File: config.mk
export PLATFORM = sky130hd
export DESIGN_NAME = char_lcd_nibble_writer
export DESIGN_NICKNAME = d
export VERILOG_FILES = /design/src/rtl/clnw_pkg.sv /design/src/rtl/clnw_encode.sv /design/src/rtl/char_lcd_nibble_writer.sv
export SDC_FILE = /design/constraint.sdc
export NUM_CORES = 1
export LEC_CHECK = 0
export BUFFER_PORTS_ARGS = -buffer_cell sky130_fd_sc_hd__buf_2
export CAP_MARGIN = 20
export CORE_ASPECT_RATIO = 0.75
export CORE_MARGIN = 1.5
export CORE_UTILIZATION = 64
export CTS_CLUSTER_SIZE = 14
export DETAILED_ROUTE_END_ITERATION = 7
export PLACE_DENSITY = 0.92
export SLEW_MARGIN = 10
export SYNTH_ARGS = -nofsm -noshare
export SYNTH_HDL_FRONTEND = slang
export SYNTH_SLANG_ARGS = --single-unit
File: constraint.sdc
create_clock -name clk -period 5.78 [get_ports clk]
set_input_delay 0.289 -clock clk [delete_from_list [all_inputs] [get_ports clk]]
set_output_delay 0.289 -clock clk [all_outputs]
set_load 0.01 [all_outputs]
File: src/rtl/clnw_pkg.sv
package clnw_pkg;

    // operation codes carried in the mode field
    typedef enum logic [3:0] {
        MODE_CMD         = 4'd0,
        MODE_DATA        = 4'd1,
        MODE_CHAR        = 4'd2,
        MODE_CURSOR_POS  = 4'd3,
        MODE_DISPLAY     = 4'd4,
        MODE_CURSOR_SHOW = 4'd5,
        MODE_BLINK       = 4'd6,
        MODE_CLEAR       = 4'd7,
        MODE_HOME        = 4'd8,
        MODE_GLYPH_SLOT  = 4'd9,
        MODE_GLYPH_PRINT = 4'd10
    } mode_t;

    localparam int unsigned FLAGS_W = 3;

    localparam logic [FLAGS_W-1:0] FLAG_DISPLAY = 3'b100;
    localparam logic [FLAGS_W-1:0] FLAG_CURSOR  = 3'b010;
    localparam logic [FLAGS_W-1:0] FLAG_BLINK   = 3'b001;
    localparam logic [FLAGS_W-1:0] FLAGS_RESET  = 3'b100;

    localparam logic [7:0] CMD_SET_DDRAM   = 8'h80;
    localparam logic [7:0] CMD_SET_CGRAM   = 8'h40;
    localparam logic [7:0] CMD_DISPLAY_CTL = 8'h08;
    localparam logic [7:0] CMD_CLEAR       = 8'h01;
    localparam logic [7:0] CMD_HOME        = 8'h02;

    localparam logic [7:0] ROW_OFFSET [4] = '{8'h00, 8'h40, 8'h14, 8'h54};

    localparam logic [7:0] CP_YO_CAP     = 8'hA8;
    localparam logic [7:0] CP_YO_SMALL   = 8'hB8;
    localparam logic [7:0] LCD_YO_CAP    = 8'hA2;
    localparam logic [7:0] LCD_YO_SMALL  = 8'hB5;

    // controller codes for cp1251 letters 0xc0..0xff
    localparam logic [7:0] CYR_TABLE [64] = '{
        8'h41, 8'hA0, 8'h42, 8'hA1, 8'hE0, 8'h45, 8'hA3, 8'hA4,
        8'hA5, 8'hA6, 8'h4B, 8'hA7, 8'h4D, 8'h48, 8'h4F, 8'hA8,
        8'h50, 8'h43, 8'h54, 8'hA9, 8'hAA, 8'h58, 8'hE1, 8'hAB,
        8'hAC, 8'hE2, 8'hAD, 8'hAE, 8'h62, 8'hAF, 8'hB0, 8'hB1,
        8'h61, 8'hB2, 8'hB3, 8'hB4, 8'hE3, 8'h65, 8'hB6, 8'hB7,
        8'hB8, 8'hB9, 8'hBA, 8'hBB, 8'hBC, 8'hBD, 8'h6F, 8'hBE,
        8'h70, 8'h63, 8'hBF, 8'h79, 8'hE4, 8'h78, 8'hE5, 8'hC0,
        8'hC1, 8'hE6, 8'hC2, 8'hC3, 8'hC4, 8'hC5, 8'hC6, 8'hC7
    };

    // result of encoding one item
    typedef struct packed {
        logic               send;
        logic               rs;
        logic [7:0]         data_byte;
        logic [FLAGS_W-1:0] flags;
    } enc_t;

endpackage

File: src/rtl/clnw_encode.sv
module clnw_encode
    import clnw_pkg::*;
(
    input  logic [3:0]         mode,
    input  logic [7:0]         value,
    input  logic [1:0]         row,
    input  logic [FLAGS_W-1:0] flags,
    output enc_t               enc
);

    logic [7:0]         char_code;
    logic [FLAGS_W-1:0] flag_bit;
    logic [FLAGS_W-1:0] flags_upd;

    // cp1251 cyrillic to controller code page
    always_comb
    begin
        if (value[7:6] == 2'b11)
            char_code = CYR_TABLE[value[5:0]];
        else if (value == CP_YO_CAP)
            char_code = LCD_YO_CAP;
        else if (value == CP_YO_SMALL)
            char_code = LCD_YO_SMALL;
        else
            char_code = value;
    end

    always_comb
    begin
        case (mode)
            MODE_DISPLAY:     flag_bit = FLAG_DISPLAY;
            MODE_CURSOR_SHOW: flag_bit = FLAG_CURSOR;
            MODE_BLINK:       flag_bit = FLAG_BLINK;
            default:          flag_bit = '0;
        endcase
        flags_upd = (value != 8'd0) ? (flags | flag_bit) : (flags & ~flag_bit);
    end

    always_comb
    begin
        enc.send      = 1'b1;
        enc.rs        = 1'b0;
        enc.data_byte = value;
        enc.flags     = flags;
        case (mode)
            MODE_CMD:
            begin
                enc.data_byte = value;
            end
            MODE_DATA, MODE_GLYPH_PRINT:
            begin
                enc.rs        = 1'b1;
                enc.data_byte = value;
            end
            MODE_CHAR:
            begin
                enc.rs        = 1'b1;
                enc.data_byte = char_code;
            end
            MODE_CURSOR_POS:
            begin
                enc.data_byte = (ROW_OFFSET[row] + value) | CMD_SET_DDRAM;
            end
            MODE_DISPLAY, MODE_CURSOR_SHOW, MODE_BLINK:
            begin
                enc.flags     = flags_upd;
                enc.data_byte = CMD_DISPLAY_CTL | {5'd0, flags_upd};
            end
            MODE_CLEAR:
            begin
                enc.data_byte = CMD_CLEAR;
            end
            MODE_HOME:
            begin
                enc.data_byte = CMD_HOME;
            end
            MODE_GLYPH_SLOT:
            begin
                enc.data_byte = CMD_SET_CGRAM + {value[4:0], 3'b000};
            end
            default:
            begin
                enc.send = 1'b0;
            end
        endcase
    end

endmodule

File: src/rtl/char_lcd_nibble_writer.sv
// character lcd write front end for a 4-bit bus. each input transfer names one
// operation (raw command or data, translated cp1251 character, cursor placement,
// display/cursor/blink flag, clear, home, glyph slot select, glyph print) and
// turns into one byte that leaves as two output transfers: the high nibble with
// last low, then the low nibble with last high, both with the same reg_select.
// unused mode codes 11 to 15 produce no output transfer. an item is captured in
// the input register and then encoded into the byte register, from which its high
// nibble is the first on the bus. the four-bit output port moves one nibble a
// cycle while out_stall is low, so a byte-producing item holds the output for both
// of its nibbles; items that send nothing are dropped at the byte register. the
// byte register frees as its low nibble is taken, so a waiting item is loaded in
// the same cycle and a following byte goes out without a bubble
module char_lcd_nibble_writer
    import clnw_pkg::*;
(
    input  logic       clk,
    input  logic       rst_n,

    input  logic       in_valid,
    output logic       in_stall,
    input  logic [3:0] mode,
    input  logic [7:0] value,
    input  logic [1:0] row,

    output logic       out_valid,
    input  logic       out_stall,
    output logic       reg_select,
    output logic [3:0] nibble,
    output logic       last
);

    // input register stage
    logic               item_valid_reg, item_valid_next;
    logic [3:0]         mode_reg;
    logic [7:0]         value_reg;
    logic [1:0]         row_reg;

    // byte register stage, phase high means low nibble on the bus
    logic               byte_valid_reg, byte_valid_next;
    logic               phase_reg, phase_next;
    logic               rs_reg;
    logic [7:0]         byte_reg;

    // display control flags kept between items
    logic [FLAGS_W-1:0] flags_reg, flags_next;

    enc_t               enc;
    logic               out_xfer;
    logic               byte_free;
    logic               advance;
    logic               in_xfer;

    clnw_encode u_encode (
        .mode  (mode_reg),
        .value (value_reg),
        .row   (row_reg),
        .flags (flags_reg),
        .enc   (enc)
    );

    // handshake
    assign out_xfer  = out_valid && !out_stall;
    assign byte_free = !byte_valid_reg || (out_xfer && phase_reg);
    assign advance   = item_valid_reg && byte_free;
    assign in_stall  = item_valid_reg && !advance;
    assign in_xfer   = in_valid && !in_stall;

    assign out_valid  = byte_valid_reg;
    assign reg_select = rs_reg;
    assign nibble     = phase_reg ? byte_reg[3:0] : byte_reg[7:4];
    assign last       = phase_reg;

    always_comb
    begin
        item_valid_next = in_xfer || (item_valid_reg && !advance);
        flags_next      = advance ? enc.flags : flags_reg;

        byte_valid_next = byte_valid_reg;
        phase_next      = phase_reg;
        if (advance)
        begin
            // dropped when the code sends nothing
            byte_valid_next = enc.send;
            phase_next      = 1'b0;
        end
        else if (out_xfer)
        begin
            if (phase_reg)
                byte_valid_next = 1'b0;
            else
                phase_next = 1'b1;
        end
    end

    always_ff @(posedge clk or negedge rst_n)
    begin
        if (!rst_n)
        begin
            item_valid_reg <= 1'b0;
            byte_valid_reg <= 1'b0;
            phase_reg      <= 1'b0;
            flags_reg      <= FLAGS_RESET;
        end
        else
        begin
            item_valid_reg <= item_valid_next;
            byte_valid_reg <= byte_valid_next;
            phase_reg      <= phase_next;
            flags_reg      <= flags_next;
        end
    end

    // payload registers
    always_ff @(posedge clk)
    begin
        if (in_xfer)
        begin
            mode_reg  <= mode;
            value_reg <= value;
            row_reg   <= row;
        end
        if (advance)
        begin
            rs_reg   <= enc.rs;
            byte_reg <= enc.data_byte;
        end
    end

    // a taken high nibble is always followed by its low nibble
    assert property (@(posedge clk) disable iff (!rst_n)
        out_xfer && !last |=> out_valid && last && $stable(reg_select))
        else $error("high nibble not followed by matching low nibble");

    // input only held off while the input register holds an item
    assert property (@(posedge clk) disable iff (!rst_n)
        in_stall |-> item_valid_reg && !byte_free)
        else $error("input stalled with room to move");

    // flags only change when an item is encoded
    assert property (@(posedge clk) disable iff (!rst_n)
        !advance |=> $stable(flags_reg))
        else $error("display flags changed without an item");

    // a new byte always starts with its high nibble
    assert property (@(posedge clk) disable iff (!rst_n)
        advance && enc.send |=> out_valid && !last)
        else $error("new byte did not start with high nibble");

endmodule

==> reports/results.txt <==
outcome = finished clean
fin crit share = 48.90%
hold slack final = 176.2 ps
max cap viols = 0
Clock transition at path regs = 60 ps
Cells after Synth = 276
Top-Level Pins = 26
post-route antenna net violation count = 0
WS Path Type = reg2reg
# diodes = 0
port bufs = 25
Die X = 75.31 µm
grt ovf = 0
Cell Int Power = 629.2 µW
RSZ-0062 raised after global routing = no
crit-path cells = inv_1 > ha_1 > mux2_2 > mux4_2 > nor2_1 > a211o_1 > nand4_1
Final Hold Viols = 0
Via-to-Cell Ratio = 6.695
initial core utilization = 67.68%
top cells by area, synth = edfxtp_1 28%, ha_1 5.5%, dfrtp_1 5.0%, nand2_1 3.7%, a21oi_1 3.6%
largest net degree at the start of global routing = 44
Sw Pwr = 424.9 µW
initial antenna violation count = 0
Max clock buf depth = 2
CP peak stage delay = 730 ps
ys async rst share = 20.69%
met3 wire len = 577 µm
drt drc = 0
Die Y = 57.24 µm
Top FF cell, synth = edfxtp_1
DR pass1 iterations = 5
final setup fails = 0
worst-case clock skew = 4.898 ps
count of cell types in the netlist = 66
fin nets = 317
maximum vdd drop = 0.2845 mV
CP endpoint kind = flip-flop
worst skew pair latency = 280 ps
Max FO, Critical Path = 17
Max-slew headroom = 32.10%
top-count cell post-synth = nand2_1
post-DP HPWL = 4.118 mm
first-pass GRT wire length = 9.611 mm
total power per unit cell area = 390.8 nW/µm²
layout cells sized above 1 = 16.26%
warnings from Yosys = 0
GPL Wtd Cong = 0.9868
CTS buffer count = 5
CP max-delay cell = edfxtp_1
WL met2 = 2.547 mm
Gate power share = 42.2%
Worst setup SP type = flip-flop
Core ar. = 3709 µm²
syn_nets = 305
fin crit period = 2826 ps
syn_area_per_cell = 9.094 µm²
EDFF count, synth = 23
Hold WC Path Type = in2reg
fin. max-slew vios = 0
via count = 2,283
sequential share of power = 38.4%
Non-Filler Instances = 341
Std-Cell Rows = 19
top cell type's share of synthesized area = 27.52%
CTS Sinks = 29
DIE AREA = 4310 µm²
CTS tree = built
Syn-to-layout area delta = 7.478%
WP buf/inv = 1
synthesized cell area = 2510 µm²
placed insts = 332
fmax = 353.8 MHz
WL met1 = 2.642 mm
top routing layer used = met4
GRT Total Usage = 29.95%
Worst EP arrival = 2850 ps
vias in the first global route = 1,974
flops & latches, synth = 29
Yosys top cell by area = edfxtp_1
WL final = 5.880 mm
switching share of power = 40.31%
clk root buf = clkbuf_8
drt first-iter violations = 428
setup total negative slack = 0 ps
sequential-to-total area share from yosys stat = 33.55%
Setup Buffers After CTS = 0
worst slew pin tran = 1019 ps
clock power share = 19.4%
post-DR wirelength/cell = 17.24 µm
cell family with most CP delay = multiplexers
P_leak = 0.001024 µW
CP required = 5800 ps
Synth top cells by count = 25 x nand2_1, 23 x edfxtp_1, 21 x nor2_1
H-tree Lvls = 2
==> timing repair <==
action / CTS / global route
hold buffers: 1 / 0
resized for setup: 0 / 0
endpoints found under the hold margin: 5 / 0
endpoints found under the setup margin: 0 / 0
==> metrics by stage <==
stage          setup slack, ps  area (µm²)  util (%)  power, µW
2_1_floorplan             3365        2510         -      731.9
3_3_place_gp              3105        2581     69.60      825.2
3_5_place_dp              3000        2581     69.60      837.7
4_1_cts                   2989        2698     72.74       1042
5_1_grt                   2815        2698     72.74       1122
6_report                  2954        2698     72.74       1054
==> per-layer routing <==
metal	global-route usage (%)	vias to the layer above
met3	8.834	14
met4	8.673	0
met1	44.66	1042
li1	-	1069
met2	42.36	158
met5	0	-
==> cell usage in the layout (no fill, tap or decap), types with 5 or more instances in the layout <==
cell type / netlist / routed
nand2b_1: 11 / 11
buf_2: 7 / 25
inv_1: 16 / 16
nand2_1: 25 / 25
nor2_1: 21 / 21
a21oi_1: 18 / 18
nand3_1: 5 / 5
ha_1: 11 / 11
mux2i_1: 5 / 5
xnor2_1: 5 / 5
mux2_2: 5 / 5
o21ai_0: 12 / 12
o211ai_1: 7 / 7
a31oi_1: 5 / 5
clkbuf_8: 0 / 5
edfxtp_1: 23 / 23
dfrtp_1: 5 / 5
==> final cells by class <==
| class | count | area, µm² |
|---|---|---|
| Sequential cell | 29 | 842.1 |
| Clock inverter | 2 | 33.78 |
| Clock buffer | 6 | 72.57 |
| Multi-Input combinational cell | 209 | 1481 |
| Inverter | 16 | 60.06 |
| Timing Repair Buffer | 27 | 142.6 |
| Fill cell | 280 | 1011 |
| Tap cell | 52 | 65.06 |
==> kinds of logic after synthesis <==
logic type	after synthesis	synth area share, %
simple gates	92	19.59
buf+inv	38	7.427
fa+ha+maj	12	5.882
flops	29	33.55
compound gates	85	24.18
mux	13	6.929
xor+xnor	7	2.443
==> final timing paths <==
kind,to,slack [ps],startpoint,cells past startpoint
worst max-delay path,byte_reg[0]$_DFFE_PP_,2950,value_reg[0]$_DFFE_PP_,7
worst min-delay path,value_reg[1]$_DFFE_PP_,180,value[1],1
worst max register to register,byte_reg[0]$_DFFE_PP_,2950,value_reg[0]$_DFFE_PP_,7
worst min register to register,flags_reg[2]$_DFFE_PN1P_,520,flags_reg[2]$_DFFE_PN1P_,2
max in group asynchronous,flags_reg[2]$_DFFE_PN1P_,5200,rst_n,2
min in group asynchronous,last$_DFFE_PN0P_,360,rst_n,2
==> power groups by stage <==
stage	Sequential (µW)	Combinational, µW	Clock (µW)
finish	405	445	204
global route	417	491	214
CTS	401	436	205
detailed placement	405	433	0
global placement	401	424	0
floorplan	346	386	0
(Power assumes the default switching activity.)
